[src/rtl/aatpc_pkg.sv]
package aatpc_pkg;

    localparam int NumChannels    = 5;
    localparam int SamplesPerMean = 16;
    localparam int SampleBits     = 10;
    localparam int CalChannels    = 5;

    localparam int ChanBits  = 3;
    localparam int CntBits   = $clog2(SamplesPerMean + 1);
    localparam int SumBits   = SampleBits + $clog2(SamplesPerMean + 1);
    localparam int MeanBits  = 10;
    localparam int GainBits  = 34;
    localparam int DivBits   = 32;
    localparam int DivCntBits = 6;

    localparam logic [GainBits-1:0] GainOne = GainBits'(65536);
    localparam logic [15:0] HandledBits = 16'h03FF;

    localparam logic OP_SAMPLE = 1'b0;
    localparam logic OP_CAL    = 1'b1;

    // Commands from controller to datapath
    typedef struct packed {
        logic                sample_go;    // accumulate the latched sample
        logic                zero_go;      // capture zero of cal_idx
        logic                div_start;    // start gain divide of cal_idx
        logic                gain_write;   // store divide result
        logic                cal_clear;    // clear calibration status
        logic                out_load_avg; // load an average result
        logic                out_load_cal; // load a calibration result
        logic [ChanBits-1:0] cal_idx;
    } aatpc_cmd_t;

    // Status back to controller
    typedef struct packed {
        logic block_done;  // sample completed a block
        logic div_busy;
        logic out_full;
    } aatpc_stat_t;

endpackage

[src/rtl/aatpc_ctrl.sv]
module aatpc_ctrl
    import aatpc_pkg::*;
(
    input  logic                clk,
    input  logic                rst_n,
    input  logic                req_valid,
    input  logic                req_op,
    input  logic [15:0]         req_mask,
    output logic                req_ready,
    output aatpc_cmd_t          cmd,
    input  aatpc_stat_t         stat
);

    localparam logic [2:0] S_IDLE   = 3'd0;
    localparam logic [2:0] S_SAMPLE = 3'd1;
    localparam logic [2:0] S_ZERO   = 3'd2;
    localparam logic [2:0] S_GAIN   = 3'd3;
    localparam logic [2:0] S_WAIT   = 3'd4;
    localparam logic [2:0] S_CDONE  = 3'd5;
    localparam logic [2:0] S_AVG    = 3'd6;

    logic [2:0]          state_reg, state_next;
    logic [ChanBits-1:0] idx_reg, idx_next;
    logic [15:0]         mask_reg, mask_next;

    // Accept only when idle
    assign req_ready = (state_reg == S_IDLE);

    always_comb
    begin
        state_next = state_reg;
        idx_next   = idx_reg;
        mask_next  = mask_reg;
        cmd        = '0;
        cmd.cal_idx = idx_reg;
        unique case (state_reg)
            S_IDLE:
            begin
                if (req_valid)
                begin
                    mask_next = req_mask;
                    idx_next  = '0;
                    if (req_op == OP_CAL)
                    begin
                        cmd.cal_clear = 1'b1;
                        state_next = S_ZERO;
                    end
                    else
                    begin
                        state_next = S_SAMPLE;
                    end
                end
            end
            S_SAMPLE:
            begin
                // accumulate; a finished block stores its mean first
                cmd.sample_go = 1'b1;
                if (stat.block_done)
                    state_next = S_AVG;
                else
                    state_next = S_IDLE;
            end
            S_AVG:
            begin
                if (!stat.out_full)
                begin
                    cmd.out_load_avg = 1'b1;
                    state_next = S_IDLE;
                end
            end
            S_ZERO:
            begin
                // one channel per cycle
                if (32'(idx_reg) < NumChannels && mask_reg[{1'b0, idx_reg}])
                    cmd.zero_go = 1'b1;
                if (32'(idx_reg) == CalChannels - 1)
                begin
                    idx_next = '0;
                    state_next = S_GAIN;
                end
                else
                begin
                    idx_next = idx_reg + 1'b1;
                end
            end
            S_GAIN:
            begin
                if (32'(idx_reg) < NumChannels && mask_reg[4'(idx_reg) + 4'd5])
                begin
                    cmd.div_start = 1'b1;
                    state_next = S_WAIT;
                end
                else if (32'(idx_reg) == CalChannels - 1)
                begin
                    state_next = S_CDONE;
                end
                else
                begin
                    idx_next = idx_reg + 1'b1;
                end
            end
            S_WAIT:
            begin
                if (!stat.div_busy)
                begin
                    cmd.gain_write = 1'b1;
                    if (32'(idx_reg) == CalChannels - 1)
                        state_next = S_CDONE;
                    else
                    begin
                        idx_next = idx_reg + 1'b1;
                        state_next = S_GAIN;
                    end
                end
            end
            S_CDONE:
            begin
                if (!stat.out_full)
                begin
                    cmd.out_load_cal = 1'b1;
                    state_next = S_IDLE;
                end
            end
            default:
            begin
                state_next = S_IDLE;
            end
        endcase
    end

    always_ff @(posedge clk or negedge rst_n)
    begin
        if (!rst_n)
        begin
            state_reg <= S_IDLE;
            idx_reg   <= '0;
            mask_reg  <= '0;
        end
        else
        begin
            state_reg <= state_next;
            idx_reg   <= idx_next;
            mask_reg  <= mask_next;
        end
    end

endmodule

[src/rtl/aatpc_datapath.sv]
module aatpc_datapath
    import aatpc_pkg::*;
(
    input  logic                  clk,
    input  logic                  rst_n,
    input  logic                  req_take,
    input  logic [ChanBits-1:0]   req_channel,
    input  logic [9:0]            req_sample,
    input  logic [15:0]           req_mask,
    input  logic [15:0]           full_scale,
    input  aatpc_cmd_t            cmd,
    output aatpc_stat_t           stat,
    output logic                  out_valid,
    input  logic                  out_ready,
    output logic [47:0]           out_data
);

    logic [SumBits-1:0]  sum_reg  [NumChannels];
    logic [CntBits-1:0]  cnt_reg  [NumChannels];
    logic [MeanBits-1:0] mean_reg [NumChannels];
    logic [MeanBits-1:0] zero_reg [NumChannels];
    logic [GainBits-1:0] gain_reg [NumChannels];

    logic [ChanBits-1:0] ch_reg;
    logic [SampleBits-1:0] smp_reg;
    logic                ch_ok;
    logic [15:0]         mask_reg;
    logic                status_reg;

    logic [SumBits-1:0]  new_sum;
    logic [CntBits-1:0]  new_cnt;
    logic [MeanBits-1:0] new_mean;

    // Latch request payload
    always_ff @(posedge clk)
    begin
        if (req_take)
        begin
            ch_reg   <= req_channel;
            smp_reg  <= req_sample[SampleBits-1:0];
            mask_reg <= req_mask;
        end
    end

    assign ch_ok   = (32'(ch_reg) < NumChannels);
    assign new_sum = sum_reg[ch_reg[ChanBits-1:0]] + SumBits'(smp_reg);
    assign new_cnt = cnt_reg[ch_reg] + 1'b1;
    assign new_mean = MeanBits'(new_sum / SamplesPerMean);
    assign stat.block_done = ch_ok && (32'(new_cnt) >= SamplesPerMean);

    // Signed mean-minus-zero for the reported channel, from the stored mean
    logic signed [MeanBits:0]     diff;
    logic signed [MeanBits+GainBits:0] prod;
    logic signed [MeanBits+GainBits:0] prod_adj;
    logic signed [MeanBits+GainBits-16:0] q;
    logic signed [15:0]           scaled;

    assign diff = $signed({1'b0, mean_reg[ch_reg]}) - $signed({1'b0, zero_reg[ch_reg]});
    assign prod = diff * $signed(gain_reg[ch_reg]);
    // bias negative products so the shift truncates toward zero
    assign prod_adj = prod + $signed({{(MeanBits+GainBits-15){1'b0}},
                                      {16{prod[MeanBits+GainBits]}}});
    always_comb
    begin
        q = prod_adj[MeanBits+GainBits:16];
        if (q > 32767)
            scaled = 16'sd32767;
        else if (q < -32768)
            scaled = -16'sd32768;
        else
            scaled = q[15:0];
    end

    // Restoring divider: |fs*65536| / |span|
    logic [DivBits-1:0]  dq_reg;
    logic [MeanBits:0]   drem_reg;
    logic [MeanBits:0]   dden_reg;
    logic                dneg_reg;
    logic [DivCntBits-1:0] dcnt_reg;
    logic                dbusy_reg;
    logic                dzero_reg;
    logic signed [MeanBits:0] span;
    logic [MeanBits+1:0] trial;

    assign span  = $signed({1'b0, mean_reg[cmd.cal_idx]})
                 - $signed({1'b0, zero_reg[cmd.cal_idx]});
    assign trial = {drem_reg, dq_reg[DivBits-1]} - {1'b0, dden_reg};
    assign stat.div_busy = dbusy_reg;

    always_ff @(posedge clk or negedge rst_n)
    begin
        if (!rst_n)
        begin
            dbusy_reg <= 1'b0;
        end
        else if (cmd.div_start)
        begin
            dbusy_reg <= (span != 0);
        end
        else if (dbusy_reg && dcnt_reg == DivCntBits'(DivBits - 1))
        begin
            dbusy_reg <= 1'b0;
        end
    end

    always_ff @(posedge clk)
    begin
        if (cmd.div_start)
        begin
            dq_reg    <= {full_scale, 16'd0};
            drem_reg  <= '0;
            dden_reg  <= span[MeanBits] ? MeanBits'(0) - span : span;
            dneg_reg  <= span[MeanBits];
            dzero_reg <= (span == 0);
            dcnt_reg  <= '0;
        end
        else if (dbusy_reg)
        begin
            dcnt_reg <= dcnt_reg + 1'b1;
            if (!trial[MeanBits+1])
            begin
                drem_reg <= trial[MeanBits:0];
                dq_reg   <= {dq_reg[DivBits-2:0], 1'b1};
            end
            else
            begin
                drem_reg <= {drem_reg[MeanBits-1:0], dq_reg[DivBits-1]};
                dq_reg   <= {dq_reg[DivBits-2:0], 1'b0};
            end
        end
    end

    // Per-channel state
    always_ff @(posedge clk or negedge rst_n)
    begin
        if (!rst_n)
        begin
            for (int i = 0; i < NumChannels; i++)
            begin
                sum_reg[i]  <= '0;
                cnt_reg[i]  <= '0;
                mean_reg[i] <= '0;
                zero_reg[i] <= '0;
                gain_reg[i] <= GainOne;
            end
            status_reg <= 1'b0;
        end
        else
        begin
            if (cmd.sample_go && ch_ok)
            begin
                if (stat.block_done)
                begin
                    sum_reg[ch_reg]  <= '0;
                    cnt_reg[ch_reg]  <= '0;
                    mean_reg[ch_reg] <= new_mean;
                end
                else
                begin
                    sum_reg[ch_reg] <= new_sum;
                    cnt_reg[ch_reg] <= new_cnt;
                end
            end
            if (cmd.cal_clear)
                status_reg <= 1'b0;
            if (cmd.zero_go)
                zero_reg[cmd.cal_idx] <= mean_reg[cmd.cal_idx];
            if (cmd.gain_write)
            begin
                if (dzero_reg)
                begin
                    gain_reg[cmd.cal_idx] <= '0;
                    status_reg <= 1'b1;
                end
                else if (dneg_reg)
                    gain_reg[cmd.cal_idx] <= GainBits'(0) - GainBits'(dq_reg);
                else
                    gain_reg[cmd.cal_idx] <= GainBits'(dq_reg);
            end
        end
    end

    // Output register
    logic        ovalid_reg;
    logic [47:0] odata_reg;
    assign stat.out_full = ovalid_reg;
    assign out_valid = ovalid_reg;
    assign out_data  = odata_reg;

    always_ff @(posedge clk or negedge rst_n)
    begin
        if (!rst_n)
            ovalid_reg <= 1'b0;
        else if (cmd.out_load_avg || cmd.out_load_cal)
            ovalid_reg <= 1'b1;
        else if (out_ready)
            ovalid_reg <= 1'b0;
    end

    // out fields: kind, out_channel, mean_value, scaled_value, remaining_flags, status
    always_ff @(posedge clk)
    begin
        if (cmd.out_load_avg)
            odata_reg <= {1'b0, 1'b0, 16'd0, scaled, mean_reg[ch_reg], ch_reg, 1'b0};
        else if (cmd.out_load_cal)
            odata_reg <= {1'b0, status_reg || (cmd.gain_write && dzero_reg),
                          mask_reg & ~HandledBits, 16'd0, 10'd0, 3'd0, 1'b1};
    end

endmodule

[src/rtl/adc_average_two_point_calibration_core.sv]
// Channel     | Dir | Handshake       | Payload
// s_axis      | in  | tvalid/tready   | tdata: operation, channel, sample_value, cal_mask
// m_axis      | out | tvalid/tready   | tdata: kind, out_channel, mean_value, scaled_value,
//             |     |                 |        remaining_flags, status
// apb         | in  | psel/penable    | full_scale_target at address 0
// A sample is accepted, then accumulated; one that closes a block also stores the mean
// in that step, then loads the scaled result.
// A calibration captures the zeros, then runs the bit-serial divider for each masked
// gain with a nonzero span and stores the gains, then loads the result.
// rst_n asynchronously clears sums, counts, means and zeros; gains reset to 1.0.
// A full output register stalls the controller until the result is taken.
module adc_average_two_point_calibration_core
    import aatpc_pkg::*;
(
    input  logic        clk,
    input  logic        rst_n,
    input  logic        s_axis_tvalid,
    output logic        s_axis_tready,
    input  logic [31:0] s_axis_tdata,  // operation, channel[3], sample_value[10], cal_mask[16]
    output logic        m_axis_tvalid,
    input  logic        m_axis_tready,
    output logic [47:0] m_axis_tdata,  // kind, out_channel[3], mean_value[10],
                                       // scaled_value[16], remaining_flags[16], status
    input  logic        psel,
    input  logic        penable,
    input  logic        pwrite,
    input  logic [0:0]  paddr,
    input  logic [31:0] pwdata,
    output logic [31:0] prdata,
    output logic        pready
);

    aatpc_cmd_t  cmd;
    aatpc_stat_t stat;
    logic [15:0] fs_reg;

    // Configuration register
    assign pready = 1'b1;
    assign prdata = (paddr == 1'b0) ? {16'd0, fs_reg} : 32'd0;
    always_ff @(posedge clk or negedge rst_n)
    begin
        if (!rst_n)
            fs_reg <= '0;
        else if (psel && penable && pwrite && paddr == 1'b0)
            fs_reg <= pwdata[15:0];
    end

    aatpc_ctrl u_ctrl (
        .clk       (clk),
        .rst_n     (rst_n),
        .req_valid (s_axis_tvalid),
        .req_op    (s_axis_tdata[0]),
        .req_mask  (s_axis_tdata[29:14]),
        .req_ready (s_axis_tready),
        .cmd       (cmd),
        .stat      (stat)
    );

    aatpc_datapath u_dp (
        .clk         (clk),
        .rst_n       (rst_n),
        .req_take    (s_axis_tvalid && s_axis_tready),
        .req_channel (s_axis_tdata[3:1]),
        .req_sample  (s_axis_tdata[13:4]),
        .req_mask    (s_axis_tdata[29:14]),
        .full_scale  (fs_reg),
        .cmd         (cmd),
        .stat        (stat),
        .out_valid   (m_axis_tvalid),
        .out_ready   (m_axis_tready),
        .out_data    (m_axis_tdata)
    );

endmodule
[config.mk]
export PLATFORM = sky130hd
export DESIGN_NAME = adc_average_two_point_calibration_core
export DESIGN_NICKNAME = d
export VERILOG_FILES = /design/src/rtl/aatpc_pkg.sv /design/src/rtl/aatpc_ctrl.sv /design/src/rtl/aatpc_datapath.sv /design/src/rtl/adc_average_two_point_calibration_core.sv
export SDC_FILE = /design/constraint.sdc
export NUM_CORES = 2
export LEC_CHECK = 0
export ABC_AREA = 1
export BUFFER_PORTS_ARGS = -buffer_cell sky130_fd_sc_hd__clkbuf_2
export CORE_MARGIN = 3
export CORE_UTILIZATION = 56
export CTS_CLUSTER_DIAMETER = 100
export DETAILED_ROUTE_END_ITERATION = 6
export PLACE_DENSITY = 0.78
export REMOVE_ABC_BUFFERS = 1
export SLEW_MARGIN = 0
export SYNTH_ARGS = -nofsm -noshare
export SYNTH_HDL_FRONTEND = slang
export SYNTH_SLANG_ARGS = --single-unit
export TNS_END_PERCENT = 5
[constraint.sdc]
create_clock -name clk -period 17.39 [get_ports clk]
set_clock_uncertainty 0.05 [all_clocks]
set_input_delay 1.739 -clock clk [delete_from_list [all_inputs] [get_ports clk]]
set_output_delay 1.739 -clock clk [all_outputs]
set_load 0.05 [all_outputs]
Yosys cells after proc, flatten, opt, wreduce, memory -nomap -nowiden
Index checks and enable logic that the tools add are counted.

Add/subtract/negate cells: 11. Multipliers: 1. Magnitude comparators: 11. Equality and inequality tests: 14. Mux-type cells: 91. Bitwise operators: 9. Reduce and logical (&&, ||, !) cells: 27.

Operators by type and width (number): 170-bit bitwise mux (2); 170-bit 2-to-1 mux (2); 170-bit AND (1); 170-bit inverter (1); 10-bit binary-select mux with 3-bit select (4); 10-bit 2-to-1 mux (11); 34-bit binary-select mux with 3-bit select (1); 34-bit demux with 3-bit select (1); 34-bit 2-to-1 mux (3); 50-bit bitwise mux (2); 75-bit AND (1); 75-bit bitwise mux (1); 75-bit 2-to-1 mux (1); 75-bit inverter (1); 32-bit 2-to-1 mux (2); 10-bit demux with 3-bit select (2); 30-bit 2-to-1 mux (2); 16-bit 2-to-1 mux (3); 45-bit by 17-bit adder with 45-bit output (1); 15-bit binary-select mux with 3-bit select (1); 15-bit demux with 3-bit select (1); 11-bit by 34-bit multiplier with 45-bit output (1); 15-bit 2-to-1 mux (3); 3-bit 2-to-1 mux (13); 51 further kinds (103).

Bits in registers: 539. Input bits: 72. Output and inout port bits: 83.

Depth between registers and ports, before layout
Depth after elaboration: 11. Gate-level depth with buffers: 72. Gate-level depth less buffers: 66.

Modules after synthesis
A second synthesis with hierarchy kept.

Cells, all modules: 5163. Area total of the unflattened synthesis: 40697.8 um^2.

Modules (own cells, without submodules): aatpc_datapath (instances 1, cells an instance 4845, area an instance 38318.0 um^2, sequential area each 12348.1 um^2); aatpc_ctrl (instances 1, cells an instance 191, area an instance 1433.9 um^2, sequential area each 550.5 um^2); adc_average_two_point_calibration_core (instances 1, cells an instance 127, area an instance 945.9 um^2, sequential area each 400.4 um^2).

Worst setup path after synthesis
Ideal clock, no wire load.

Kind: register to register. From: register u_dp.ch_reg[2]. To: register u_dp.odata_reg[19], in the netlist u_dp.out_data[19] (data pin). Library setup time: 276 ps. Data arrival time: 10045 ps. Required time: 17064 ps. Slack: 7019 ps. Cell stages (with the launch flop): 59. Buffers on the path: 6. Clock period less this slack: 10371 ps. Path through: edfxtp_1 > nor2_1 > inv_1 > nor2_1 > clkbuf_1 > clkbuf_1 > buf_1 > a211oi_1 > ha_1 > inv_1 > o31ai_1 > a21oi_1 > nor2_1 > o21ai_0 > nand2_1 > a21oi_1 > or2_2 > nand2_1 > (+23 left out) > nand2_2 > buf_4 > ha_1 > a21oi_1 > inv_1 > a21oi_1 > nand2_1 > nand2_1 > nand3_2 > nand3_1 > nand2_1 > nor2_1 > nand3_1 > nor2_1 > nand2_1 > nand2_2 > buf_6 > a21oi_2.

Longest elaborated chain between the ends: 11. Elaborated cells on any way between the ends: 18.

Ends and longest elaborated chain: start: declaration (RTL line aatpc_datapath.sv:24) `logic [ChanBits-1:0] ch_reg;`; start signal: assignment (RTL line aatpc_datapath.sv:39) `ch_reg <= req_channel;`; 3-bit inverter with 4-bit output (implied by the code) * (RTL line aatpc_datapath.sv:58, aatpc_datapath.sv:59); 10-bit binary-select mux with 3-bit select (RTL line aatpc_datapath.sv:58) `assign diff = $signed({1'b0, mean_reg[ch_reg]}) - $signed({1'b0, zero_reg[ch_reg]});`; 10-bit 2-to-1 mux (implied by the code) (2 in series) (RTL line aatpc_datapath.sv:58); 10-bit by 10-bit subtractor with 11-bit output (RTL line aatpc_datapath.sv:58); 11-bit by 34-bit multiplier with 45-bit output * (RTL line aatpc_datapath.sv:59) `assign prod = diff * $signed(gain_reg[ch_reg]);`; 45-bit by 17-bit adder with 45-bit output * (RTL line aatpc_datapath.sv:61) `assign prod_adj = prod + $signed({{(MeanBits+GainBits-15){1'b0}},`; 29-bit by 16-bit less-than comparator with 1-bit output (RTL line aatpc_datapath.sv:68) `else if (q < -32768)`; 16-bit 2-to-1 mux (RTL line aatpc_datapath.sv:68); 16-bit 2-to-1 mux * (RTL line aatpc_datapath.sv:66) `if (q > 32767)`; 30-bit 2-to-1 mux * (RTL line aatpc_datapath.sv:203) `if (cmd.out_load_avg)`; end signal: assignment (RTL line aatpc_datapath.sv:204) `odata_reg <= {1'b0, 1'b0, 16'd0, scaled, mean_reg[ch_reg], ch_reg, 1'b0};`; end signal: assignment (RTL line aatpc_datapath.sv:206) `odata_reg <= {1'b0, status_reg || (cmd.gain_write && dzero_reg),`; end: declaration (RTL line aatpc_datapath.sv:185) `logic [47:0] odata_reg;`.

Every way passes the cells marked *; elsewhere a longest branch is shown, timed or not. The select of a mux whose other input is x is not followed. A chain may end at the register's enable or synchronous reset.

Worst setup path after layout
From: register u_dp.ch_reg[2]. To: register u_dp.odata_reg[16], in the netlist u_dp.out_data[16] (data pin).

The elaborated chain is that of the path after synthesis.

==> out/summary.txt <==
Rel. slew slack: 16.90%
class of the worst hold path: flop to flop
Worst-Margin Slew: 1.233 ns
first-pass GRT wire length: 183900 µm
RePlAce Congestion: 0.9848
gr usage total: 30.69%
simple-gate portion of the synthesized area: 20.67%
max cap viols: 0
run status: complete, but fails checks
Cell Rows: 97
multiplexer share of the synthesized area: 0.1391%
Post-Syn Area per Cell: 7.881 µm²
Worst setup SP type: flop
Post-Route WL: 114400 µm
TNS Setup: 0 ns
failing checks: DRC
post-CTS setup buffers: 0
# hold bufs at CTS: 0
layout cells sized above 1: 7.058%
hold path cells: 2
critical path type: flop to flop
Clock Path Buffers: 3
peak supply drop: 0.0001260 V
Remaining DRCs: 1
post-synthesis cell type count: 64
Most Used Layer, Global Route: met2
I/O Buffers: 108
Leak: 20.95 nW
Mapped Area: 40480 µm²
vias in the first global route: 35200
antenna violations before repair: 0
#FFs+latches synth: 524
Worst path most repeated cell: nand2_1
post-synthesis compound-gate area fraction: 13.25%
pwr/cell area: 204.9 nW/µm²
Initial DRC Count: 3488
Async SR Flop Fraction: 77.48%
cells after synthesis: 5136
DP Area: 41900 µm²
GR Util met3: 4.430%
final hold vios: 0
clk_lat worst skew: 0.65 ns
GR Overflow Total: 0
Worst EP arrival: 13.56 ns
vias per cell: 5.699
CTS Sinks: 524
DR pass1 iterations: 7
crit end category: flop
Final Cell Area: 43720 µm²
height of the die: 274.9 µm
dpl hpwl: 82850 µm
area of the die: 75540 µm²
DIE WIDTH: 274.9 µm
Synth Area in Adders: 20.67%
fin crit share: 76.43%
Area growth, synth to finish: 8.009%
drt wl/cell: 18.55 µm
CTS buffer count: 54
sequential fraction of the synthesis area: 32.86%
Post-CTS Resized: 0
pin count of the biggest net entering global routing: 116
# setup viols final: 0
count of pins over their slew limit: 0
Root Buffer: clkbuf_16
worst r2r path cells: 59
grt met1 use: 39.52%
crit path max-delay cell type: buf_4
Largest register FFs: 170
Clk pin slew, worst setup/hold paths: 0.07 ns
RSZ-0062 raised after global routing: no
main combinational cell family by area after synthesis: adder cells
H-tree Lvls: 2
nets: 5728
Post-synth EDFFs: 77
Final min period: 13.29 ns
f_max: 0.07523 GHz
CTS tree: done
total vias in the final route: 35150
top_reg_cell synth: dfrtp_1
Initial Util: 57.21%
met2 GRT Util: 50.77%
Core Region: 70760 µm²
I/O pin total: 155
synth warn: 0
Post-Synth XOR/XNOR Area: 2.043%
crit path max fanout: 48
CP max stage delay: 0.65 ns
Ant. Diodes: 0
Critical Path RT: 17.66 ns
Routed Antenna Nets: 0
-- cells in the mapped netlist (7+ instances only) --
master,instances,area [µm²]
a211oi_1,8,60.06
a21o_1,7,52.55
a21oi_1,211,1056
a21oi_2,13,113.9
a221oi_1,32,280.3
a22o_1,14,122.6
a22oi_1,17,127.6
and2_1,8,50.05
buf_1,15,56.30
buf_4,29,217.7
clkbuf_1,150,563.0
clkinv_1,18,67.56
dfrtp_1,401,10030
dfxtp_1,41,820.8
edfxtp_1,77,2312
fa_1,328,6566
ha_1,144,1802
inv_1,854,3206
inv_2,13,48.80
nand2_1,1059,3975
nand2_2,11,68.82
nand3_1,158,790.8
nand3_2,10,100.1
nand3b_1,13,97.59
nand4_1,21,131.4
nor2_1,672,2522
nor2_2,13,81.33
nor3_1,37,185.2
nor4_1,7,43.79
o211ai_1,8,60.06
o21ai_0,402,2012
o21ai_1,8,40.04
o21bai_1,22,165.2
o221ai_1,67,586.8
o22ai_1,68,425.4
or2_2,24,150.1
xnor2_1,19,166.4
xor2_1,68,595.6
-- worst max-delay path, delay by kind of cell, from the launching register on --
kind	cells	cell delay, ns
compound gates	9	1.47
flops	1	0.40
simple gates	31	4.90
fa+ha+maj	8	3.64
buf+inv	11	2.42
-- area by class of cell --
class,count,area [µm²]
inverters,885,3322
well taps,940,1176
fillers,6100,27040
repair buffers,164,970.9
multi-input cells,3555,23130
clock buffers,79,1568
flip-flops and latches,524,13300
clock inverters,21,254.0
-- layer usage --
metal / part of all wire, % / vias up / wire length, µm
li1: - / 16340 / -
met1: 40 / 16840 / 45360
met2: 47 / 1602 / 53510
met3: 7.9 / 367 / 9015
met4: 5.7 / 0 / 6500
met5: 0 / - / 0
-- layout by cell type (no fill, tap or decap), types with 10 or more instances in the layout --
| cell type | synthesis | routed |
|---|---|---|
| a221oi_1 | 32 | 32 |
| dfxtp_1 | 41 | 41 |
| nor2_1 | 672 | 666 |
| inv_2 | 13 | 13 |
| nand3_2 | 10 | 10 |
| conb_1 | 2 | 28 |
| o21bai_1 | 22 | 22 |
| clkinv_1 | 18 | 19 |
| o21ai_0 | 402 | 402 |
| nand3b_1 | 13 | 13 |
| nand4_1 | 21 | 21 |
| nor3_1 | 37 | 36 |
| o221ai_1 | 67 | 67 |
| nand2_1 | 1059 | 1056 |
| clkbuf_16 | 0 | 56 |
| dfrtp_1 | 401 | 401 |
| clkinv_2 | 0 | 10 |
| edfxtp_1 | 77 | 77 |
| a21oi_1 | 211 | 211 |
| or2_2 | 24 | 24 |
| a22oi_1 | 17 | 17 |
| a22o_1 | 14 | 14 |
| clkbuf_1 | 150 | 15 |
| nand2_2 | 11 | 14 |
| ha_1 | 144 | 144 |
| nor2_2 | 13 | 17 |
| inv_1 | 854 | 854 |
| a21oi_2 | 13 | 13 |
| nand3_1 | 158 | 158 |
| o22ai_1 | 68 | 68 |
| xor2_1 | 68 | 67 |
| buf_4 | 29 | 56 |
| fa_1 | 328 | 328 |
| clkbuf_2 | 0 | 107 |
| xnor2_1 | 19 | 19 |
-- kinds of logic after synthesis --
group,after synthesis
mux,5
buf+inv,1083
xor+xnor,91
compound gates,909
flops,524
simple gates,2050
other cells,2
fa+ha+maj,472
-- power by group --
group	leakage [nW]	switching, W	internal (W)
Combinational	13.6	0.00417	0.00182
Clock	0.893	0.000511	0.000688
Sequential	6.45	0.000189	0.00158
-- path summary, 6_finish.rpt --
kind / startpoint / endpoint / slack [ns]
setup reg to reg: u_dp.ch_reg[2] / u_dp.out_data[16] / 4.10
hold reg to reg: u_ctrl.mask_reg[5] / u_ctrl.mask_reg[5] / 0.42
hold / removal: u_ctrl.mask_reg[5] / u_ctrl.mask_reg[5] / 0.42
min in group asynchronous: rst_n / u_dp.mean_reg[33] / 1.09
max in group asynchronous: rst_n / u_dp.gain_reg[110] / 13.77
setup / recovery: u_dp.ch_reg[2] / u_dp.out_data[16] / 4.10
-- metrics by stage --
step | setup WS (ns) | util, % | hold WS [ns] | instances | total power (W)
2_1_floorplan | 5.467 | - | 0.3866 | 4964 | 0.006003
3_3_place_gp | 4.590 | 59.21 | 0.4027 | 6068 | 0.007556
3_5_place_dp | 4.458 | 59.21 | 0.4090 | 6068 | 0.007670
4_1_cts | 4.324 | 61.79 | 0.4266 | 6168 | 0.008900
5_1_grt | 3.287 | 61.79 | 0.4535 | 6168 | 0.009792
6_report | 4.098 | 61.79 | 0.4235 | 6168 | 0.008956
No activity file was read; power rests on OpenSTA's default activity.
